File: src/hdl/fbpm_pkg.sv
// Shared types and constants of the fixed block pool manager.
// Holds the result status codes, the request kinds and the register indexes.
// Depends on nothing.
`timescale 1ns / 1ps

package fbpm_pkg;

	typedef enum logic [2:0] {
		ST_OK       = 3'd0,
		ST_EMPTY    = 3'd1,
		ST_SIZE     = 3'd2,
		ST_ALIGN    = 3'd3,
		ST_INDEX    = 3'd4,
		ST_NONE_OUT = 3'd5
	} status_t;

	localparam logic KIND_ALLOC = 1'b0;
	localparam logic KIND_FREE  = 1'b1;

	typedef enum logic [1:0] {
		REG_BLOCK_BYTES = 2'd0,
		REG_BLOCKS      = 2'd1,
		REG_ALIGNMENT   = 2'd2,
		REG_BASE        = 2'd3
	} reg_index_t;

	localparam int HEAD_W   = 9;
	localparam int BYTES_W  = 13;
	localparam int ACTIVE_W = 21;
	localparam int PROD_W   = HEAD_W + BYTES_W;

	localparam logic [BYTES_W-1:0] BLOCK_BYTES_RESET = 13'd64;
	localparam logic [BYTES_W-1:0] ALIGNMENT_RESET   = 13'd16;
	localparam logic [HEAD_W-1:0]  BLOCKS_RESET      = 9'd256;

endpackage

File: src/hdl/fixed_block_pool_manager_top.sv
// Top level of the fixed block pool manager: free list, statistics and result register.
// Depends on fbpm_pkg for status codes, request kinds and register indexes.
`timescale 1ns / 1ps

// The block hands out equal-size blocks from a last-in-first-out free list and takes
// them back. Each request is one transfer on the req channel and yields exactly one
// transfer on the rsp channel, in order. The next request is taken only once the one
// before it has updated the head: the head's link is read from a synchronous link
// memory in the cycle the request is accepted, and the head is updated from that data
// when the request moves to stage 2, after which the next request may enter. The result
// goes through stage 2 to an output register and waits there while rsp_stall is high.
// Blocks that were never handed out form an implicit ascending chain behind fresh_q,
// so the link memory needs no clearing pass after reset: only freed blocks write it.
// Rejected requests change no state. Writing the block count restarts the free list
// and keeps the statistics. Configuration writes are only legal while no request is
// in flight.
module fixed_block_pool_manager_top #(
	parameter int NUM_BLOCKS = 256
) (
	input  logic                            clk,
	input  logic                            arst_n,
	// configuration
	input  logic                            cfg_write,
	input  logic [1:0]                      cfg_index,
	input  logic [31:0]                     cfg_data,
	// request channel
	input  logic                            req_valid,
	output logic                            req_stall,
	input  logic                            kind,
	input  logic [15:0]                     request_size,
	input  logic [15:0]                     request_alignment,
	input  logic [7:0]                      block_index,
	// result channel
	output logic                            rsp_valid,
	input  logic                            rsp_stall,
	output logic [2:0]                      status,
	output logic [7:0]                      granted_index,
	output logic [31:0]                     granted_address,
	output logic [8:0]                      blocks_free,
	output logic [20:0]                     active_bytes,
	output logic [20:0]                     peak_bytes,
	output logic [31:0]                     allocs_total,
	output logic [31:0]                     frees_total
);

	import fbpm_pkg::*;

	// The link memory only ever holds entries for blocks a free can name.
	localparam int LINK_DEPTH = (NUM_BLOCKS < 256) ? NUM_BLOCKS : 256;
	localparam int LINK_AW    = $clog2(LINK_DEPTH);
	// Largest usable count: the register is nine bits wide.
	localparam int CNT_MAX_I  = (NUM_BLOCKS < 511) ? NUM_BLOCKS : 511;
	localparam logic [HEAD_W-1:0] CNT_MAX   = HEAD_W'(CNT_MAX_I);
	localparam logic [HEAD_W-1:0] CNT_RESET = (BLOCKS_RESET > CNT_MAX) ? CNT_MAX : BLOCKS_RESET;
	localparam logic [ACTIVE_W-1:0] ACTIVE_SAT = '1;

	// Configuration registers.
	logic [BYTES_W-1:0] block_bytes_q;
	logic [BYTES_W-1:0] alignment_q;
	logic [31:0]        base_q;
	logic [HEAD_W-1:0]  cnt_q;
	logic [HEAD_W-1:0]  cfg_cnt;

	// Free list and statistics.
	logic [HEAD_W-1:0]   head_q;
	logic [HEAD_W-1:0]   fresh_q;
	logic [HEAD_W-1:0]   free_q;
	logic [ACTIVE_W-1:0] peak_q;
	logic [31:0]         allocs_q;
	logic [31:0]         frees_q;

	// Link memory: one write port for frees, one registered read of the head.
	logic [HEAD_W-1:0] link_mem [LINK_DEPTH];
	logic [HEAD_W-1:0] link_rd_q;
	logic              link_we;

	// Stage 1: the accepted request, while the link read completes.
	logic        valid_s1;
	logic        kind_s1;
	logic [15:0] size_s1;
	logic [15:0] align_s1;
	logic [7:0]  idx_s1;

	// Stage 2: the decision and the state after the request.
	logic              valid_s2;
	status_t           status_s2;
	logic              grant_s2;
	logic [HEAD_W-1:0] grant_idx_s2;
	logic [HEAD_W-1:0] used_s2;
	logic [HEAD_W-1:0] free_s2;
	logic [31:0]       allocs_s2;
	logic [31:0]       frees_s2;

	// Result register.
	logic                rsp_valid_q;
	status_t             status_q;
	logic [7:0]          granted_index_q;
	logic [31:0]         granted_address_q;
	logic [HEAD_W-1:0]   blocks_free_q;
	logic [ACTIVE_W-1:0] active_q;
	logic [ACTIVE_W-1:0] peak_out_q;
	logic [31:0]         allocs_out_q;
	logic [31:0]         frees_out_q;

	logic req_take;
	logic adv_s1;
	logic adv_s2;

	// One request is in flight ahead of the head update; the next one waits for it.
	assign req_stall = valid_s1;
	assign req_take  = req_valid && !req_stall;
	assign adv_s2    = valid_s2 && (!rsp_valid_q || !rsp_stall);
	assign adv_s1    = valid_s1 && (!valid_s2 || adv_s2);

	assign cfg_cnt = (cfg_data[HEAD_W-1:0] > CNT_MAX) ? CNT_MAX : cfg_data[HEAD_W-1:0];

	// Decision for the request in stage 1.
	status_t           dec_status;
	logic              dec_grant;
	logic [HEAD_W-1:0] head_n;
	logic [HEAD_W-1:0] fresh_n;
	logic [HEAD_W-1:0] free_n;
	logic [31:0]       allocs_n;
	logic [31:0]       frees_n;

	always_comb begin
		dec_status = ST_OK;
		dec_grant  = 1'b0;
		link_we    = 1'b0;
		head_n     = head_q;
		fresh_n    = fresh_q;
		free_n     = free_q;
		allocs_n   = allocs_q;
		frees_n    = frees_q;
		if (kind_s1 == KIND_ALLOC) begin
			if (size_s1 > {3'd0, block_bytes_q}) begin
				dec_status = ST_SIZE;
			end else if (align_s1 > {3'd0, alignment_q}) begin
				dec_status = ST_ALIGN;
			end else if (free_q == '0 || head_q >= cnt_q) begin
				dec_status = ST_EMPTY;
			end else begin
				dec_grant = 1'b1;
				// Popping the front of the untouched chain needs no link.
				if (head_q == fresh_q) begin
					head_n  = head_q + HEAD_W'(1);
					fresh_n = head_q + HEAD_W'(1);
				end else begin
					head_n = link_rd_q;
				end
				free_n   = free_q - HEAD_W'(1);
				allocs_n = allocs_q + 32'd1;
			end
		end else begin
			if ({1'b0, idx_s1} >= cnt_q) begin
				dec_status = ST_INDEX;
			end else if (free_q >= cnt_q) begin
				dec_status = ST_NONE_OUT;
			end else begin
				link_we = valid_s1 && adv_s1;
				head_n  = {1'b0, idx_s1};
				free_n  = free_q + HEAD_W'(1);
				frees_n = frees_q + 32'd1;
			end
		end
	end

	always_ff @(posedge clk) begin
		if (req_take) begin
			link_rd_q <= link_mem[head_q[LINK_AW-1:0]];
		end
		if (link_we) begin
			link_mem[idx_s1[LINK_AW-1:0]] <= head_q;
		end
	end

	// Configuration and free list state.
	always_ff @(posedge clk or negedge arst_n) begin
		if (!arst_n) begin
			block_bytes_q <= BLOCK_BYTES_RESET;
			alignment_q   <= ALIGNMENT_RESET;
			base_q        <= '0;
			cnt_q         <= CNT_RESET;
			head_q        <= '0;
			fresh_q       <= '0;
			free_q        <= CNT_RESET;
			allocs_q      <= '0;
			frees_q       <= '0;
		end else if (cfg_write) begin
			unique case (reg_index_t'(cfg_index))
				REG_BLOCK_BYTES: block_bytes_q <= cfg_data[BYTES_W-1:0];
				REG_BLOCKS: begin
					cnt_q   <= cfg_cnt;
					head_q  <= '0;
					fresh_q <= '0;
					free_q  <= cfg_cnt;
				end
				REG_ALIGNMENT: alignment_q <= cfg_data[BYTES_W-1:0];
				REG_BASE: base_q <= cfg_data;
				default: ;
			endcase
		end else if (adv_s1) begin
			head_q   <= head_n;
			fresh_q  <= fresh_n;
			free_q   <= free_n;
			allocs_q <= allocs_n;
			frees_q  <= frees_n;
		end
	end

	// Pipeline valid bits.
	always_ff @(posedge clk or negedge arst_n) begin
		if (!arst_n) begin
			valid_s1    <= 1'b0;
			valid_s2    <= 1'b0;
			rsp_valid_q <= 1'b0;
		end else begin
			if (req_take) begin
				valid_s1 <= 1'b1;
			end else if (adv_s1) begin
				valid_s1 <= 1'b0;
			end
			if (adv_s1) begin
				valid_s2 <= 1'b1;
			end else if (adv_s2) begin
				valid_s2 <= 1'b0;
			end
			if (adv_s2) begin
				rsp_valid_q <= 1'b1;
			end else if (!rsp_stall) begin
				rsp_valid_q <= 1'b0;
			end
		end
	end

	// Payload of stages 1 and 2.
	always_ff @(posedge clk) begin
		if (req_take) begin
			kind_s1  <= kind;
			size_s1  <= request_size;
			align_s1 <= request_alignment;
			idx_s1   <= block_index;
		end
		if (adv_s1) begin
			status_s2    <= dec_status;
			grant_s2     <= dec_grant;
			grant_idx_s2 <= head_q;
			used_s2      <= cnt_q - free_n;
			free_s2      <= free_n;
			allocs_s2    <= allocs_n;
			frees_s2     <= frees_n;
		end
	end

	// Stage 3: address and active bytes, one small multiplier each.
	logic [PROD_W-1:0]   addr_prod;
	logic [PROD_W-1:0]   act_prod;
	logic [ACTIVE_W-1:0] act_sat;
	logic [ACTIVE_W-1:0] peak_n;

	assign addr_prod = {{BYTES_W{1'b0}}, grant_idx_s2} * {{HEAD_W{1'b0}}, block_bytes_q};
	assign act_prod  = {{BYTES_W{1'b0}}, used_s2} * {{HEAD_W{1'b0}}, block_bytes_q};
	assign act_sat   = (act_prod > PROD_W'(ACTIVE_SAT)) ? ACTIVE_SAT : act_prod[ACTIVE_W-1:0];
	assign peak_n    = (grant_s2 && act_sat > peak_q) ? act_sat : peak_q;

	always_ff @(posedge clk or negedge arst_n) begin
		if (!arst_n) begin
			peak_q <= '0;
		end else if (adv_s2) begin
			peak_q <= peak_n;
		end
	end

	always_ff @(posedge clk) begin
		if (adv_s2) begin
			status_q          <= status_s2;
			granted_index_q   <= grant_s2 ? grant_idx_s2[7:0] : 8'd0;
			granted_address_q <= grant_s2 ? base_q + 32'(addr_prod) : 32'd0;
			blocks_free_q     <= free_s2;
			active_q          <= act_sat;
			peak_out_q        <= peak_n;
			allocs_out_q      <= allocs_s2;
			frees_out_q       <= frees_s2;
		end
	end

	assign rsp_valid       = rsp_valid_q;
	assign status          = status_q;
	assign granted_index   = granted_index_q;
	assign granted_address = granted_address_q;
	assign blocks_free     = blocks_free_q;
	assign active_bytes    = active_q;
	assign peak_bytes      = peak_out_q;
	assign allocs_total    = allocs_out_q;
	assign frees_total     = frees_out_q;

`ifndef SYNTHESIS
	a_free_within_pool: assert property (@(posedge clk) disable iff (!arst_n)
		free_q <= cnt_q)
		else $error("free block count exceeds the pool size");

	a_fresh_within_pool: assert property (@(posedge clk) disable iff (!arst_n)
		fresh_q <= cnt_q)
		else $error("untouched chain front runs past the pool");

	a_take_fills_s1: assert property (@(posedge clk) disable iff (!arst_n)
		req_take |=> valid_s1)
		else $error("accepted request did not enter stage 1");

	a_reject_no_grant: assert property (@(posedge clk) disable iff (!arst_n)
		(rsp_valid && status != ST_OK) |-> (granted_index == 8'd0 && granted_address == 32'd0))
		else $error("rejected request carries a grant");

	a_peak_covers_active: assert property (@(posedge clk) disable iff (!arst_n)
		(adv_s2 && grant_s2) |=> (peak_q >= active_q))
		else $error("peak bytes below active bytes after an allocate");
`endif

endmodule

File: config.mk
export PLATFORM = sky130hd
export DESIGN_NAME = fixed_block_pool_manager_top
export DESIGN_NICKNAME = d
export VERILOG_FILES = /design/src/hdl/fbpm_pkg.sv /design/src/hdl/fixed_block_pool_manager_top.sv
export SDC_FILE = /design/constraint.sdc
export NUM_CORES = 2
export LEC_CHECK = 0
export BUFFER_PORTS_ARGS = -buffer_cell sky130_fd_sc_hd__buf_2
export CORE_MARGIN = 1.5
export CORE_UTILIZATION = 40
export CTS_CLUSTER_DIAMETER = 80
export DETAILED_ROUTE_END_ITERATION = 16
export PLACE_DENSITY = 0.6
export SLEW_MARGIN = 5
export SYNTH_ARGS = -nofsm -noshare
export SYNTH_HDL_FRONTEND = slang
export SYNTH_SLANG_ARGS = --single-unit
export TNS_END_PERCENT = 20
File: constraint.sdc
create_clock -name clk -period 9.1 [get_ports clk]
set_input_delay 0 -clock clk [delete_from_list [all_inputs] [get_ports clk]]
set_output_delay 0 -clock clk [all_outputs]
set_load 0.005 [all_outputs]
# Word-level counts from Yosys, hierarchy flattened
# Memories as Yosys holds them, arrays and structs flattened. A register that Yosys moved wholly into a read port is not among the register bits.
# Index checks and enable logic that the tools add are counted.
# Widths: inputs -> output; s select.
op_classes:
  magnitude_cmp: 8
  eq_ne: 15
  addsub: 7
  n_mux: 54
  n_reduce_logical: 27
  n_bitwise: 1
  mul: 2
op_table:
  columns: ["operator", "count"]
  rows:
  - ["$mux 9", 27]
  - ["$mux 32", 7]
  - ["$add 32x1->32 const B", 2]
  - ["$mul 9x13->22", 2]
  - ["$mux 21", 2]
  - ["$add 32x22->32", 1]
  - ["$gt 16x13->1", 2]
  - ["$gt 22x21->1 const B", 1]
  - ["$gt 21x21->1", 1]
  - ["$add 9x1->9 const B", 2]
  - ["$ge 9x9->1", 2]
  - ["$ne 3x3->1 const B", 5]
  - ["$reduce_and 7->1", 2]
  - ["$mux 1", 13]
  - ["$reduce_and 2->1", 6]
  - ["$eq 9x9->1", 1]
  - ["$ge 8x9->1", 1]
  - ["$gt 9x9->1 const B", 1]
  - ["$logic_not 9->1", 1]
  - ["$mux 3", 3]
  - ["$sub 9x1->9 const B", 1]
  - ["$sub 9x9->9", 1]
  - ["$ne 2x2->1 const B", 4]
  - ["$reduce_bool 2->1", 4]
  - ["other kinds (10)", 22]
totals:
  ramBits: 2304
  out_inout_bits: 160
  in_bits: 80
  register_bits: 476
  mem_count: 1
  word_cells: 147
mem_list:
  columns: ["name", "depth", "width", "read_ports", "rd_clocked_by_memory_dff", "write_ports", "line_no", "source"]
  rows:
  - ["link_mem", 256, 9, 1, 1, 1, "fixed_block_pool_manager_top.sv:73", "logic [HEAD_W-1:0] link_mem [LINK_DEPTH];"]

# Depth between registers and ports, before layout
logic_depth:
  word_depth: 11
  ltp_mapped: 34

# Worst setup path before layout
# No wires, ideal clock.
synth_path:
  path_kind: "register -> register"
  start: "register head_q[0]"
  end: "register used_s2[8], data pin"
  slack_ns: 1.383
  path_buffers: 4
  t_required_ns: 8.840
  stages_incl_launch_ff: 27
  setup_time_ns: 0.260
  arrival_time_ns: 7.457
  cell_sequence: "dfrtp_1 clkbuf_1 buf_2 buf_2 inv_1 ha_1 nand2b_1 a21oi_1 o21ai_0 a211oi_1 o21ai_2 a21oi_2 nand2_1 inv_1 buf_2 nor2_1 xnor2_1 ha_1 fa_1 nor2b_1 o21ai_0 nand2b_1 a21o_1 a21oi_1 o21ai_0 xnor2_1 xnor2_1"
synth_between:
  elab_chain_len: 7
synth_rtl:
  columns: ["element", "line_no", "source"]
  rows:
  - ["start: declaration", "fixed_block_pool_manager_top.sv:65", "logic [HEAD_W-1:0] head_q;"]
  - ["start signal: assignment", "fixed_block_pool_manager_top.sv:203", "head_q <= head_n;"]
  - ["$ge 9x9->1", "fixed_block_pool_manager_top.sv:140", "end else if (free_q == '0 || head_q >= cnt_q) begin"]
  - ["$logic_or 1x1->1", "fixed_block_pool_manager_top.sv:140", null]
  - ["$mux 9", "fixed_block_pool_manager_top.sv:140", null]
  - ["$mux 9", "fixed_block_pool_manager_top.sv:138", "end else if (align_s1 > {3'd0, alignment_q}) begin"]
  - ["$mux 9", "fixed_block_pool_manager_top.sv:136", "if (size_s1 > {3'd0, block_bytes_q}) begin"]
  - ["$mux 9", "fixed_block_pool_manager_top.sv:135", "if (kind_s1 == KIND_ALLOC) begin"]
  - ["net free_n[0]", "fixed_block_pool_manager_top.sv:122", "logic [HEAD_W-1:0] free_n;"]
  - ["$sub 9x9->9", "fixed_block_pool_manager_top.sv:248", "used_s2 <= cnt_q - free_n;"]
  - ["end signal: assignment", "fixed_block_pool_manager_top.sv:248", null]
  - ["end: declaration", "fixed_block_pool_manager_top.sv:89", "logic [HEAD_W-1:0] used_s2;"]
# The timed path passes the listed nets, and every way through them passes these cells.
# A chain may end at the register's enable or synchronous reset.

# Worst setup path in the final report
layout_path:
  start: "register block_bytes_q[7]"
  end: "register peak_q[19]"
layout_between:
  elab_chain_len: 6
layout_rtl:
  columns: ["element", "line_no", "source"]
  rows:
  - ["start: declaration", "fixed_block_pool_manager_top.sv:58", "logic [BYTES_W-1:0] block_bytes_q;"]
  - ["start signal: assignment", "fixed_block_pool_manager_top.sv:191", "REG_BLOCK_BYTES: block_bytes_q <= cfg_data[BYTES_W-1:0];"]
  - ["$mul 9x13->22 *", "fixed_block_pool_manager_top.sv:262", "assign act_prod = {{BYTES_W{1'b0}}, used_s2} * {{HEAD_W{1'b0}}, block_bytes_q};"]
  - ["$gt 22x21->1", "fixed_block_pool_manager_top.sv:263", "assign act_sat = (act_prod > PROD_W'(ACTIVE_SAT)) ? ACTIVE_SAT : act_prod[ACTIVE_W-1:0];"]
  - ["$mux 21 *", "fixed_block_pool_manager_top.sv:263", null]
  - ["net act_sat[14]", "fixed_block_pool_manager_top.sv:258", "logic [ACTIVE_W-1:0] act_sat;"]
  - ["$gt 21x21->1 *", "fixed_block_pool_manager_top.sv:264", "assign peak_n = (grant_s2 && act_sat > peak_q) ? act_sat : peak_q;"]
  - ["$logic_and 1x1->1 *", "fixed_block_pool_manager_top.sv:264", null]
  - ["$mux 21 *", "fixed_block_pool_manager_top.sv:264", null]
  - ["end signal: assignment", "fixed_block_pool_manager_top.sv:270", "peak_q <= peak_n;"]
  - ["end: declaration", "fixed_block_pool_manager_top.sv:68", "logic [ACTIVE_W-1:0] peak_q;"]
# Mark *: on every way through the listed nets, which the timed path passes. The rest lies on a longest branch.

==> impl_metrics.csv <==
group,metric,value,unit
floorplanning,die_y,546,um
placement,gp_routability_congestion,0.821,
power,power_density,388,nW/um^2
sta,clock-skew-final,0.0515,ns
clock_tree,cts_sinks,2789,
clock_tree,cts.repair.resized,0,
hold_path,hold_depth,3,
route,dr.pass1.iters,6,
yosys,ys_top_cells_by_count,"2607 x edfxtp_1, 765 x mux4_2, 392 x nor2_1",
yosys,ys_seq_elements,2789,
route,ant_nets,0,
placement,io_buffers,239,
cells_and_area,fin_util,46.0,%
sta,setup_viol,0,
clock_tree,h-tree-depth,5,
clock_tree,cts_buffers,300,
yosys,synth_top_family_by_area,"multiplexers",
cells_and_area,areaGrowthSynthToFinish,14.5,%
hold_path,min_to,"base_q[10]",
yosys,synth_edf_count,2607,
floorplanning,design.die.area,298000,um^2
yosys,synth_flop_cell,"edfxtp_1",
yosys,muxShareOfSynthArea,15.4,%
sta,rsz0062_at_grt,"no",
grt,grt_pass1_wl,417,mm
route,wl_per_cell,26.0,um
yosys,synth_cells,6184,
yosys,synth_area,118000,um^2
sta,final_min_period_over_clock_period,89.2,%
power,leakage,45.5,nW
power,seq_power_share,33.7,%
critical_path,cpPeakStageDelay,0.73,ns
yosys,syn_area_per_cell,19.1,um^2
critical_path,cp-start-kind,"flip-flop",
floorplanning,fp.dieW,546,um
cells_and_area,fillers,24600,
grt,grt_use_total,18.8,%
cells_and_area,multi_input_area,32800,um^2
placement,dpl_cell_area,124000,um^2
sta,finalCriticalPeriod,8.12,ns
critical_path,crit_top_cell,"fa_1",
sta,holdWs,0.0676,ns
route,drtIter0Drc,5730,
critical_path,reg2reg_to,"peak_q[19]",
sta,slew_viol_final,0,
grt,grt-ovfl-total,0,
yosys,yosysMostFrequentCell,"edfxtp_1",
critical_path,crit_path_start,"block_bytes_q[7]",
critical_path,cp.required,9.87,ns
route,num_vias,58900,
clock_tree,clock_latency,0.89,ns
placement,dp_hpwl,173,mm
critical_path,worstRegToRegCells,29,
yosys,synthArstFlopShare,6.53,%
placement,place_ws,1.02,ns
yosys,netlist.area_leader.share,66.4,%
clock_tree,cts.root.buffer_cell,"clkbuf_16",
critical_path,cp.arrival,8.89,ns
grt,grt_max_degree,153,
flow_run,cap_viol_max_count,0,
run_status,status,"finished, final reports clean",
cells_and_area,nets,7099,
clock_tree,path_clk_slew,0.06,ns
sta,finalHoldViolCount,0,
power,p_comb_share,43.3,%
critical_path,crit_path_max_fanout,61,
cells_and_area,drive_above_1_share,23.7,%
yosys,ys_top_cells_by_area,"edfxtp_1 66%, mux4_2 15%, dfrtp_1 3.8%",
power,p_sw_share,36.9,%
route,viasPerCell,5.44,
yosys,seq_area_frac_synth,70.3,%
route,routed_wl,281,mm
power,switchingPower,19.4,mW
hold_path,holdCritPathClass,"in -> reg",
sta,worst_slack,0.983,ns
yosys,synth_compound_area_share,1.55,%
critical_path,rrSetupSlack,0.98,ns
yosys,synth_nets,6623,
yosys,synthSimpleGateAreaFrac,4.44,%
clock_tree,cts_buffer_depth,4,
power,pwr-share-clk,23.0,%
critical_path,r2r_start,"block_bytes_q[7]",
sta,slew_headroom,27.1,%
cells_and_area,seq_area,82900,um^2
critical_path,path_class,"reg -> reg",
sta,clock.fmax,0.123,GHz
sta,fin_tns_setup,0,ns
sta,worst_pin_slew,1.09,ns
yosys,ys_types,68,
floorplanning,start_util,40.2,%
grt,antenna_found_initial,16,
grt,grt_pass1_vias,60200,
power,p_int,33.0,mW
clock_tree,cts_tree,"done",
hold_path,min-delay-start,"cfg_data[10]",
floorplanning,ios,240,
route,drc,0,
yosys,synth.largest_area_cell,"edfxtp_1",
floorplanning,rows,199,
yosys,synth_xor_area_share,1.40,%
yosys,synthAdderAreaFrac,4.92,%
floorplanning,core_area,294000,um^2
cells_and_area,stdcell_area,135000,um^2
critical_path,crit_path_end_kind,"flip-flop",
critical_path,crit_path_top_delay_cell,"dfrtp_1",
power,max-vdd-ir-drop,0.709,mV
yosys,synth_warnings,0,
-- critical path: cells and delay by family, from the launching register on --
kind	cells	cell delay, ns
XOR/XNOR	1	0.21
AND/OR/NAND/NOR	5	1.30
adder cells (fa/ha/maj)	6	2.56
flip-flops	1	0.73
buffers and inverters	5	0.80
AO/OA/AOI/OAI	11	2.04
multiplexers	1	0.36
-- through the flow --
stage,power [mW],std cells
2_1_floorplan,33.6,6184
3_3_place_gp,40.4,10100
3_5_place_dp,40.8,10100
4_1_cts,53.0,10800
5_1_grt,55.5,10800
6_report,52.4,10800
-- worst max-delay path by stage --
stage | to | slack, ns | cells after the start
2_1_floorplan | used_s2[8] | 1.38 | 26
3_3_place_gp | peak_q[19] | 1.20 | 29
3_5_place_dp | peak_q[19] | 1.02 | 29
4_1_cts | peak_q[19] | 1.02 | 29
5_1_grt | peak_q[19] | 0.48 | 29
6_report | peak_q[19] | 0.98 | 29
-- final cells by class --
cell class	instances	area share [%]
Sequential cell	2789	61.4
Clock buffer	366	5.89
Multi-Input combinational cell	2779	24.3
Inverter	302	0.842
Clock inverter	176	1.26
Timing Repair Buffer	488	2.67
Antenna cell	1	0.00185
Tap cell	3919	3.63
-- placed cells by master, fill, tap and decap left out, types with 175 or more instances in the layout --
cell type,instances
buf_2,238
and2_1,186
mux4_2,765
inv_1,301
fa_1,175
nor2_1,391
clkbuf_16,308
nand2_1,238
edfxtp_1,2607
ha_1,184
-- power groups by stage --
stage	clock network (mW)	logic (mW)	registers [mW]
4_1_cts	12.3	23.0	17.7
6_report	12.0	22.7	17.7
3_3_place_gp	0	22.5	17.9
3_5_place_dp	0	22.8	17.9
2_1_floorplan	0	15.4	18.2
5_1_grt	12.8	25.0	17.8
-- what timing repair did --
item | in CTS | in global routing
setup buffers | 0 | 0
hold endpoints to repair | 342 | 0
hold buffers | 164 | 0
-- cell families (layout without fill, tap and decap cells) --
kind of cell	Yosys count	in the layout
xor+xnor	189	189
buf+inv	616	1332
other cells	0	1
compound gates	279	279
simple gates	1106	1106
flops	2789	2789
mux	846	846
fa+ha+maj	359	359
-- metal layers --
| layer | track usage (%) | share of wire [%] | vias to the layer above |
|---|---|---|---|
| met3 | 2.90 | 6.6 | 312 |
| met5 | 0 | 0.0082 | - |
| met1 | 27.2 | 43 | 31400 |
| li1 | - | - | 25300 |
| met2 | 30.2 | 48 | 1918 |
| met4 | 3.86 | 1.8 | 4 |
-- flip-flops by register name, indices dropped and copies added (netlist names), 13 cells and up --
| register | flops |
|---|---|
| granted_address | 32 |
| peak_bytes | 21 |
| alignment_q | 13 |
| allocs_total | 32 |
| link_mem | 2304 |
| active_bytes | 21 |
| allocs_s2 | 32 |
| frees_s2 | 32 |
| align_s1 | 16 |
| allocs_q | 32 |
| frees_q | 32 |
| peak_q | 21 |
| block_bytes_q | 13 |
| base_q | 32 |
| frees_total | 32 |
| size_s1 | 16 |
Power figures use the tool's default switching activity.
